--- src/rtl/core/sfs_pkg.sv ---
// ----------------------------------------------------------------------------
// sfs_pkg
// Shared types and constants of the sprite frame sequencer: operation codes,
// configuration register indexes, the mode bundle and the result layout.
// ----------------------------------------------------------------------------
package sfs_pkg;

	// Fixed field widths of the item and result formats.
	localparam int FRAME_W    = 6;
	localparam int WRAP_W     = 16;
	localparam int FT_W       = 7;
	localparam int CFG_ADDR_W = 3;
	localparam int OUT_W      = 32;

	localparam logic [WRAP_W-1:0] WRAP_MAX = '1;

	// Default frame duration after reset: 100 ms with 8 fraction bits.
	localparam int BASE_RESET = 25600;

	typedef enum logic [1:0] {
		OP_TICK    = 2'd0,
		OP_RESTART = 2'd1,
		OP_PLAY    = 2'd2,
		OP_LOAD    = 2'd3
	} op_t;

	// Configuration register indexes.
	localparam logic [CFG_ADDR_W-1:0] CFG_FRAME_TOTAL = 3'd0;
	localparam logic [CFG_ADDR_W-1:0] CFG_BASE_DUR    = 3'd1;
	localparam logic [CFG_ADDR_W-1:0] CFG_REVERSE     = 3'd2;
	localparam logic [CFG_ADDR_W-1:0] CFG_TABLE       = 3'd3;
	localparam logic [CFG_ADDR_W-1:0] CFG_FLASH       = 3'd4;

	// Mode bits handed from the register bank to the sequencer.
	typedef struct packed {
		logic [FT_W-1:0] frame_total;
		logic            reverse_mode;
		logic            table_mode;
		logic            flash_enable;
	} mode_t;

	// One result; frame_index sits in the lowest bits.
	typedef struct packed {
		logic               stepped;
		logic               flash_dim;
		logic               running;
		logic [WRAP_W-1:0]  wrap_count;
		logic [FRAME_W-1:0] frame_index;
	} res_t;

	localparam int RES_W = $bits(res_t);

endpackage

--- src/rtl/core/sprite_frame_sequencer.sv ---
// ----------------------------------------------------------------------------
// sprite_frame_sequencer
// Frame timer for sprite animation: ticks accumulate elapsed time, completed
// frame periods step the frame index through the active range.
// ----------------------------------------------------------------------------
//
// Channel  Dir  Handshake          Contents
// s_*      in   s_tvalid/s_tready  s_tuser: opcode; s_tdata: item operands
// m_*      out  m_tvalid/m_tready  m_tdata: frame, wraps, run, flash, stepped
// cfg_*    in   cfg_we             cfg_addr selects register, cfg_data value
//
// One item is taken per clock while s_tready is high. An accepted item waits
// in the input register until the output register is free or being emptied;
// the sequencer processes it then, and its result is loaded into the output
// register at the end of that cycle. The sustained rate is set by the state
// update and the one read port of the duration table. When m_tready is low
// the result holds and one further item is kept in the input register before
// s_tready falls. Reset clears control state and valid flags, not the data
// registers or the duration table, which holds nothing meaningful until written.
//
module sprite_frame_sequencer
	import sfs_pkg::*;
#(
	parameter int MAX_FRAMES = 64,
	parameter int TIME_BITS  = 24
) (
	input  logic                  clk,
	input  logic                  arst_n,

	input  logic                  s_tvalid,
	output logic                  s_tready,
	// From bit 0: elapsed, frame_a, frame_b, loop_flag, duration, zero fill.
	input  logic [((2*TIME_BITS+2*FRAME_W+1+7)/8)*8-1:0] s_tdata,
	// opcode.
	input  logic [1:0]            s_tuser,

	output logic                  m_tvalid,
	input  logic                  m_tready,
	// From bit 0: frame_index, wrap_count, running, flash_dim, stepped, zero fill.
	output logic [OUT_W-1:0]      m_tdata,

	input  logic                  cfg_we,
	input  logic [CFG_ADDR_W-1:0] cfg_addr,
	input  logic [TIME_BITS-1:0]  cfg_data
);

	// Bit positions of the operands inside s_tdata.
	localparam int FA_LO = TIME_BITS;
	localparam int FB_LO = FA_LO + FRAME_W;
	localparam int LF_BIT = FB_LO + FRAME_W;
	localparam int DU_LO = LF_BIT + 1;

	// Configuration registers.
	logic [FT_W-1:0]      frame_total_q;
	logic [TIME_BITS-1:0] base_dur_q;
	logic                 reverse_q;
	logic                 table_q;
	logic                 flash_q;
	logic                 dim_clr;
	mode_t                mode;

	// Input register.
	logic                 valid_s1;
	op_t                  op_s1;
	logic [TIME_BITS-1:0] elapsed_s1;
	logic [FRAME_W-1:0]   fa_s1;
	logic [FRAME_W-1:0]   fb_s1;
	logic                 loop_s1;
	logic [TIME_BITS-1:0] dur_s1;

	// Output register.
	logic                 out_valid_q;
	logic [OUT_W-1:0]     out_data_q;

	logic                 advance;
	logic                 take;
	res_t                 res;

	// The item in the input register is processed when the output register
	// is free or is being emptied in the same cycle.
	assign advance  = valid_s1 && (!out_valid_q || m_tready);
	assign s_tready = !valid_s1 || advance;
	assign take     = s_tvalid && s_tready;

	// Changing flash_enable restarts the flash phase in the bright state.
	assign dim_clr = cfg_we && (cfg_addr == CFG_FLASH) && (cfg_data[0] != flash_q);

	always_ff @(posedge clk or negedge arst_n) begin
		if (!arst_n) begin
			frame_total_q <= '0;
			base_dur_q    <= TIME_BITS'(BASE_RESET);
			reverse_q     <= 1'b0;
			table_q       <= 1'b0;
			flash_q       <= 1'b0;
		end else if (cfg_we) begin
			unique case (cfg_addr)
				CFG_FRAME_TOTAL: frame_total_q <= cfg_data[FT_W-1:0];
				CFG_BASE_DUR:    base_dur_q    <= cfg_data;
				CFG_REVERSE:     reverse_q     <= cfg_data[0];
				CFG_TABLE:       table_q       <= cfg_data[0];
				CFG_FLASH:       flash_q       <= cfg_data[0];
				default:         flash_q       <= flash_q;
			endcase
		end
	end

	always_comb begin
		mode              = '0;
		mode.frame_total  = frame_total_q;
		mode.reverse_mode = reverse_q;
		mode.table_mode   = table_q;
		mode.flash_enable = flash_q;
	end

	always_ff @(posedge clk or negedge arst_n) begin
		if (!arst_n) begin
			valid_s1 <= 1'b0;
		end else if (take) begin
			valid_s1 <= 1'b1;
		end else if (advance) begin
			valid_s1 <= 1'b0;
		end
	end

	// Operand registers carry no reset.
	always_ff @(posedge clk) begin
		if (take) begin
			op_s1      <= op_t'(s_tuser);
			elapsed_s1 <= s_tdata[TIME_BITS-1:0];
			fa_s1      <= s_tdata[FA_LO +: FRAME_W];
			fb_s1      <= s_tdata[FB_LO +: FRAME_W];
			loop_s1    <= s_tdata[LF_BIT];
			dur_s1     <= s_tdata[DU_LO +: TIME_BITS];
		end
	end

	sfs_seq #(
		.MAX_FRAMES (MAX_FRAMES),
		.TIME_BITS  (TIME_BITS)
	) u_seq (
		.clk           (clk),
		.arst_n        (arst_n),
		.go            (advance),
		.op            (op_s1),
		.elapsed       (elapsed_s1),
		.frame_a       (fa_s1),
		.frame_b       (fb_s1),
		.loop_flag     (loop_s1),
		.duration      (dur_s1),
		.mode          (mode),
		.base_duration (base_dur_q),
		.dim_clr       (dim_clr),
		.res           (res)
	);

	always_ff @(posedge clk or negedge arst_n) begin
		if (!arst_n) begin
			out_valid_q <= 1'b0;
		end else if (advance) begin
			out_valid_q <= 1'b1;
		end else if (m_tready) begin
			out_valid_q <= 1'b0;
		end
	end

	always_ff @(posedge clk) begin
		if (advance) begin
			out_data_q <= OUT_W'(res);
		end
	end

	assign m_tvalid = out_valid_q;
	assign m_tdata  = out_data_q;

	a_result_follows: assert property (@(posedge clk) disable iff (!arst_n)
		advance |=> out_valid_q)
		else $error("processed item produced no result");

	a_item_kept: assert property (@(posedge clk) disable iff (!arst_n)
		valid_s1 && !advance |=> valid_s1 && $stable(op_s1) && $stable(fa_s1))
		else $error("waiting item lost from the input register");

endmodule

--- src/rtl/core/sfs_dur_mem.sv ---
// ----------------------------------------------------------------------------
// sfs_dur_mem
// Per-frame duration table: one write port, one registered read port. A write
// to the address being read in the same cycle is forwarded to the read data.
// ----------------------------------------------------------------------------
module sfs_dur_mem #(
	parameter int DEPTH  = 64,
	parameter int DATA_W = 24
) (
	input  logic                     clk,
	input  logic                     we,
	input  logic [$clog2(DEPTH)-1:0] waddr,
	input  logic [DATA_W-1:0]        wdata,
	input  logic [$clog2(DEPTH)-1:0] raddr,
	output logic [DATA_W-1:0]        rdata
);

	logic [DATA_W-1:0] mem [DEPTH];
	logic [DATA_W-1:0] rdata_q;

	always_ff @(posedge clk) begin
		if (we) begin
			mem[waddr] <= wdata;
		end
	end

	always_ff @(posedge clk) begin
		if (we && (waddr == raddr)) begin
			rdata_q <= wdata;
		end else begin
			rdata_q <= mem[raddr];
		end
	end

	assign rdata = rdata_q;

endmodule

--- src/rtl/core/sfs_seq.sv ---
// ----------------------------------------------------------------------------
// sfs_seq
// Sequencer state and its update: accumulator, frame index,
// active range, run and loop flags, wrap count and flash phase.
// ----------------------------------------------------------------------------
module sfs_seq
	import sfs_pkg::*;
#(
	parameter int MAX_FRAMES = 64,
	parameter int TIME_BITS  = 24
) (
	input  logic                 clk,
	input  logic                 arst_n,
	input  logic                 go,
	input  op_t                  op,
	input  logic [TIME_BITS-1:0] elapsed,
	input  logic [FRAME_W-1:0]   frame_a,
	input  logic [FRAME_W-1:0]   frame_b,
	input  logic                 loop_flag,
	input  logic [TIME_BITS-1:0] duration,
	input  mode_t                mode,
	input  logic [TIME_BITS-1:0] base_duration,
	input  logic                 dim_clr,
	output res_t                 res
);

	localparam int FW = $clog2(MAX_FRAMES);
	localparam int AW = TIME_BITS + 2;
	localparam int SW = ($clog2(MAX_FRAMES + 1) > FT_W) ? $clog2(MAX_FRAMES + 1) : FT_W;
	localparam logic signed [FW+1:0] ONE_S = 1;

	logic [AW-1:0]     acc_q, acc_d;
	logic [FW-1:0]     cur_q, cur_d;
	logic [FW-1:0]     ls_q, ls_d;
	logic [FW-1:0]     re_q, re_d;
	logic              rset_q, rset_d;
	logic              loop_q, loop_d;
	logic              run_q, run_d;
	logic [WRAP_W-1:0] wraps_q, wraps_d;
	logic              dim_q, dim_d;
	logic              stepped;

	// Frame operands.
	logic [SW-1:0]        sheet;
	logic [FW-1:0]        last_sheet, cur_last;
	logic                 fa_big, fb_big;
	logic [FW-1:0]        fa_sat, fb_sat, rng_lo, rng_hi;
	logic signed [FW+1:0] cur_ext;

	// Shared move unit.
	logic signed [FW+1:0] mv_target;
	logic [FW-1:0]        mv_ls, mv_last, mv_idx;
	logic                 mv_change, mv_wrap, mv_stop;

	// Accumulator path.
	logic [AW:0]           acc_sum;
	logic [AW-1:0]         acc_sat;
	logic [TIME_BITS-1:0]  period, tab_dur;
	logic                  hit;
	logic                  mem_we;

	assign sheet      = (SW'(mode.frame_total) > SW'(MAX_FRAMES)) ? SW'(MAX_FRAMES)
		: SW'(mode.frame_total);
	assign last_sheet = FW'(sheet - SW'(1));
	assign cur_last   = rset_q ? re_q : last_sheet;
	assign fa_big     = ({26'd0, frame_a} >= 32'(MAX_FRAMES));
	assign fb_big     = ({26'd0, frame_b} >= 32'(MAX_FRAMES));
	assign fa_sat     = fa_big ? FW'(MAX_FRAMES - 1) : FW'(frame_a);
	assign fb_sat     = fb_big ? FW'(MAX_FRAMES - 1) : FW'(frame_b);
	assign rng_lo     = (fa_sat <= fb_sat) ? fa_sat : fb_sat;
	assign rng_hi     = (fa_sat <= fb_sat) ? fb_sat : fa_sat;
	assign cur_ext    = $signed({2'b00, cur_q});

	// Operands of the move unit; a range play already sees its new range.
	always_comb begin
		mv_target = cur_ext;
		mv_ls     = ls_q;
		mv_last   = cur_last;
		unique case (op)
			OP_TICK: begin
				mv_target = mode.reverse_mode ? (cur_ext - ONE_S) : (cur_ext + ONE_S);
			end
			OP_RESTART: begin
				mv_target = $signed({2'b00, fa_sat});
			end
			OP_PLAY: begin
				mv_target = '0;
				mv_ls     = rng_lo;
				mv_last   = rng_hi;
			end
			OP_LOAD: begin
				mv_target = cur_ext;
			end
			default: begin
				mv_target = cur_ext;
			end
		endcase
	end

	always_comb begin
		mv_change = (mode.frame_total != '0) && (mv_target != cur_ext);
		mv_wrap   = 1'b0;
		mv_idx    = mv_target[FW-1:0];
		if (mv_target > $signed({2'b00, mv_last})) begin
			mv_wrap = 1'b1;
			mv_idx  = mv_ls;
		end else if (mv_target < 0) begin
			mv_wrap = 1'b1;
			mv_idx  = mv_last;
		end
		mv_stop = !loop_q && (mv_idx == mv_last);
	end

	assign acc_sum = {1'b0, acc_q} + (AW + 1)'(elapsed);
	assign acc_sat = acc_sum[AW] ? {AW{1'b1}} : acc_sum[AW-1:0];
	assign period  = mode.table_mode ? tab_dur : base_duration;
	assign hit     = (acc_sat >= AW'(period));

	always_comb begin
		acc_d   = acc_q;
		cur_d   = cur_q;
		ls_d    = ls_q;
		re_d    = re_q;
		rset_d  = rset_q;
		loop_d  = loop_q;
		run_d   = run_q;
		wraps_d = wraps_q;
		dim_d   = dim_q;
		stepped = 1'b0;
		mem_we  = 1'b0;
		if (go) begin
			unique case (op)
				OP_TICK: begin
					if (mode.flash_enable || run_q) begin
						acc_d = acc_sat;
						if (hit) begin
							if (run_q && mv_change) begin
								cur_d = mv_idx;
								if (mv_wrap && (wraps_q != WRAP_MAX)) begin
									wraps_d = wraps_q + 1'b1;
								end
								if (mv_stop) begin
									run_d = 1'b0;
								end
							end
							acc_d   = acc_sat - AW'(period);
							dim_d   = mode.flash_enable ? !dim_q : dim_q;
							stepped = 1'b1;
						end
					end
				end
				OP_RESTART: begin
					if (mv_change) begin
						cur_d = mv_idx;
					end
					run_d   = 1'b1;
					wraps_d = '0;
				end
				OP_PLAY: begin
					ls_d   = rng_lo;
					re_d   = rng_hi;
					rset_d = 1'b1;
					if (mv_change) begin
						cur_d = mv_idx;
						if (mv_wrap && (wraps_q != WRAP_MAX)) begin
							wraps_d = wraps_q + 1'b1;
						end
					end
					loop_d = loop_flag;
					acc_d  = '0;
					run_d  = 1'b1;
				end
				OP_LOAD: begin
					mem_we = !fa_big;
				end
				default: begin
					mem_we = 1'b0;
				end
			endcase
		end
	end

	always_ff @(posedge clk or negedge arst_n) begin
		if (!arst_n) begin
			acc_q   <= '0;
			cur_q   <= '0;
			ls_q    <= '0;
			re_q    <= '0;
			rset_q  <= 1'b0;
			loop_q  <= 1'b1;
			run_q   <= 1'b1;
			wraps_q <= '0;
			dim_q   <= 1'b0;
		end else begin
			acc_q   <= acc_d;
			cur_q   <= cur_d;
			ls_q    <= ls_d;
			re_q    <= re_d;
			rset_q  <= rset_d;
			loop_q  <= loop_d;
			run_q   <= run_d;
			wraps_q <= wraps_d;
			dim_q   <= dim_clr ? 1'b0 : dim_d;
		end
	end

	// The table is read at the frame that will be current after this cycle,
	// so the entry for the next item is ready in the read register.
	sfs_dur_mem #(
		.DEPTH  (MAX_FRAMES),
		.DATA_W (TIME_BITS)
	) u_dur_mem (
		.clk   (clk),
		.we    (mem_we),
		.waddr (FW'(frame_a)),
		.wdata (duration),
		.raddr (cur_d),
		.rdata (tab_dur)
	);

	always_comb begin
		res             = '0;
		res.frame_index = FRAME_W'(cur_d);
		res.wrap_count  = wraps_d;
		res.running     = run_d;
		res.flash_dim   = dim_d;
		res.stepped     = stepped;
	end

	a_frame_in_sheet: assert property (@(posedge clk) disable iff (!arst_n)
		32'(cur_q) < MAX_FRAMES)
		else $error("frame index left the table range");

	a_frozen_tick: assert property (@(posedge clk) disable iff (!arst_n)
		go && (op == OP_TICK) && !run_q && !mode.flash_enable
		|=> $stable(acc_q) && $stable(cur_q) && $stable(wraps_q))
		else $error("stopped sequencer changed on a tick");

	a_wraps_grow: assert property (@(posedge clk) disable iff (!arst_n)
		go && (op != OP_RESTART) |=> wraps_q >= $past(wraps_q))
		else $error("wrap count fell without a restart");

endmodule
--- config.mk ---
export PLATFORM = sky130hd
export DESIGN_NAME = sprite_frame_sequencer
export DESIGN_NICKNAME = d
export VERILOG_FILES = /design/src/rtl/core/sfs_pkg.sv /design/src/rtl/core/sprite_frame_sequencer.sv /design/src/rtl/core/sfs_dur_mem.sv /design/src/rtl/core/sfs_seq.sv
export SDC_FILE = /design/constraint.sdc
export NUM_CORES = 2
export LEC_CHECK = 0
export ABC_AREA = 1
export BUFFER_PORTS_ARGS = -buffer_cell sky130_fd_sc_hd__buf_2
export CORE_MARGIN = 10
export CORE_UTILIZATION = 40
export DETAILED_ROUTE_END_ITERATION = 12
export SLEW_MARGIN = 30
export SYNTH_ARGS = -nofsm -noshare
export SYNTH_HDL_FRONTEND = slang
export SYNTH_SLANG_ARGS = --single-unit
--- constraint.sdc ---
create_clock -name clk -period 12.25 [get_ports clk]
set_input_delay 1.225 -clock clk [delete_from_list [all_inputs] [get_ports clk]]
set_output_delay 1.225 -clock clk [all_outputs]
set_load 0.01 [all_outputs]
==> impl_metrics.tcl <==
set metrics [dict create \
    critPathLaunchType "flip-flop" \
    synth_seq_cells 1730 \
    syn_to_final_growth_pct 12.3 \
    max_slew_margin 0.265 \
    hp-class "in -> async" \
    multi_input_area_mm2 0.0193 \
    maxUsedRoutingLayer "met4" \
    num_rows 156 \
    ctsHoldBuffers 0 \
    synth.top_cell.area_share 0.671 \
    crit_path_max_fanout 105 \
    regArea_mm2 0.0514 \
    ys_seq_area_frac 0.707 \
    io_pins 132 \
    rsz0062_at_grt "false" \
    final_antenna_net_count 0 \
    vias_per_cell 5.68 \
    route.met2.wl_um 91000 \
    die_h_um 446 \
    fin_skew_ns 0.0265 \
    status "complete, no violations" \
    tritoncts "yes" \
    fin_setup_tns_ns 0 \
    grt_max_degree 190 \
    finalMaxSlewViolations 0 \
    wl_um 206000 \
    async_flop_share 0.0578 \
    antenna_found_initial 5 \
    wl_met3_um 17200 \
    drive_gt1_frac 0.109 \
    post_cts_buffers 0 \
    synth_edf_count 1624 \
    synth_area_leader_cell "edfxtp_1" \
    fin_nets 6273 \
    final_cell_mix "edfxtp_1, nor2_1, o21ai_0" \
    cpMaxStageDelayCell "buf_4" \
    die-width_um 446 \
    wirelength_met1_um 90400 \
    fillers 16286 \
    cts_resized 0 \
    fmax_mhz 129 \
    dpl_cell_area_mm2 0.0763 \
    clk_pin_slew_ns 0.06 \
    hpwl_um 116000 \
    power_mw 19.3 \
    netlist_area_mm2 0.0727 \
    maxCapViolCount 0 \
    postSynthCellCount 6041 \
    synth_warnings 0 \
    core_area_mm2 0.181 \
    tightest_slew_ns 1.09 \
    drc 0 \
    end_kind "flip-flop" \
    slowest_delay_ns 0.79 \
    setup_viol 0 \
    clk_path_buf_depth 3 \
    clk_latency_ns 0.81 \
    ys_types 63 \
    grt_pass1_wl_um 303000 \
    design_area_mm2 0.0817 \
    post_drt_wl_per_cell_um 24.0 \
    cts_root_buf "clkbuf_16" \
    synth-main-ff-cell "edfxtp_1" \
    leakage_nw 27.6 \
    numCtsBuffers 173 \
    final_common_cell "edfxtp_1" \
    start_util 0.402 \
    grt_pass1_vias 45961 \
    max-vdd-ir-drop_mv 0.146 \
    syn_avg_cell_area_um2 12.0 \
    htree_levels 4 \
    crit_required_ns 12.79 \
    track_usage 0.200 \
    p_per_area_mw_per_mm2 236 \
    drt_first_pass_iters 6 \
    cts_sinks 1730 \
    gp_congestion 0.841 \
    hold_viol 0 \
    fin_crit_ns 7.74 \
    drtIter0Drc 5405 \
    fp.dieArea_mm2 0.199 \
    dr_total_vias 48893 \
    cp.arrival_ns 8.28 \
    synth_top_cells_by_area "edfxtp_1, o21ai_0, nor2_1" \
    fin_crit_sh 0.632 \
    io_buffers 121 \
    cpMostUsedCell "nand2_1" \
    overflow 0 \
    path_class "reg -> reg" \
]
## final timing paths
check	start	endpoint	slack (ns)	cells past startpoint
max	flip-flop	m_tdata[4]	4.51	28
min	arst_n	base_dur_q[12]	0.48	1
max reg2reg	flip-flop	m_tdata[4]	4.51	28
min reg2reg	u_seq.re_q[4]	u_seq.re_q[4]	0.49	2
max in group asynchronous	arst_n	u_seq.ls_q[2]	10.56	2
min in group clk	u_seq.re_q[4]	u_seq.re_q[4]	0.49	2
## critical path: cells and delay by family, from the launching register on
family	cells	cell delay, ns
DFF	1	0.51
adders and majority gates	2	0.48
and+or+nand+nor	15	2.52
buffers and inverters	5	2.10
AOI/OAI and AO/OA	6	1.62
## flip-flops by register name, summed over array words and instances (netlist names), 7 cells and up, named ones only
register / count
base_dur_q: 24
dur_s1: 24
elapsed_s1: 24
frame_total_q: 7
m_tdata: 25
u_seq.acc_q: 26
u_seq.u_dur_mem.mem: 1536
u_seq.wraps_q: 16
## power breakdown
| part | switching (mW) | leakage (nW) | internal, mW |
|---|---|---|---|
| Combinational | 5.20 | 9.07 | 2.08 |
| Sequential | 0.223 | 15.9 | 6.70 |
| Clock | 2.21 | 2.59 | 2.85 |
## per-stage QoR
step | hold slack [ns] | cells | setup slack (ns) | utilization
floorplan | 0.433 | 6047 | 8.17 | -
global placement | 0.468 | 8288 | 4.67 | 0.421
detailed placement | 0.471 | 8299 | 4.60 | 0.422
CTS | 0.467 | 8604 | 4.53 | 0.452
global route | 0.509 | 8605 | 3.99 | 0.452
finish | 0.477 | 8605 | 4.51 | 0.452
## cell type report
class | count | area share
sequential | 1730 | 0.629
multi-input combinational | 3767 | 0.236
clock buffer | 232 | 0.0574
tap | 2370 | 0.0363
timing repair buffer | 267 | 0.0248
clock inverter | 73 | 0.00800
inverter | 165 | 0.00789
antenna | 1 | 0.0000306
## logic make-up after synthesis
family                     share of synthesized area
AOI/OAI and AO/OA                              0.134
buffers and inverters                         0.0311
adders and majority gates                     0.0124
DFF                                            0.707
other                                      0.0000516
xor gates and xnor gates                     0.00590
and+or+nand+nor                                0.107
muxes                                        0.00263
## metal layers
layer	track usage	vias to the layer above
met2	0.298	2067
met5	0	-
met4	0.0760	0
li1	-	22269
met1	0.294	24269
met3	0.0315	288
## Yosys cell counts (26+ instances only)
cell and n:
buf_2 69, nand4_1 26, clkbuf_1 276, a21oi_1 106, o21ai_0 1006, nand3_1 181, nand2_1 497, edfxtp_1 1624
ha_1 69, o22ai_1 378, xor2_1 34, nor2_1 1147, inv_1 147, dfrtp_1 95, o221ai_1 76
Power figures use the tool's default switching activity.
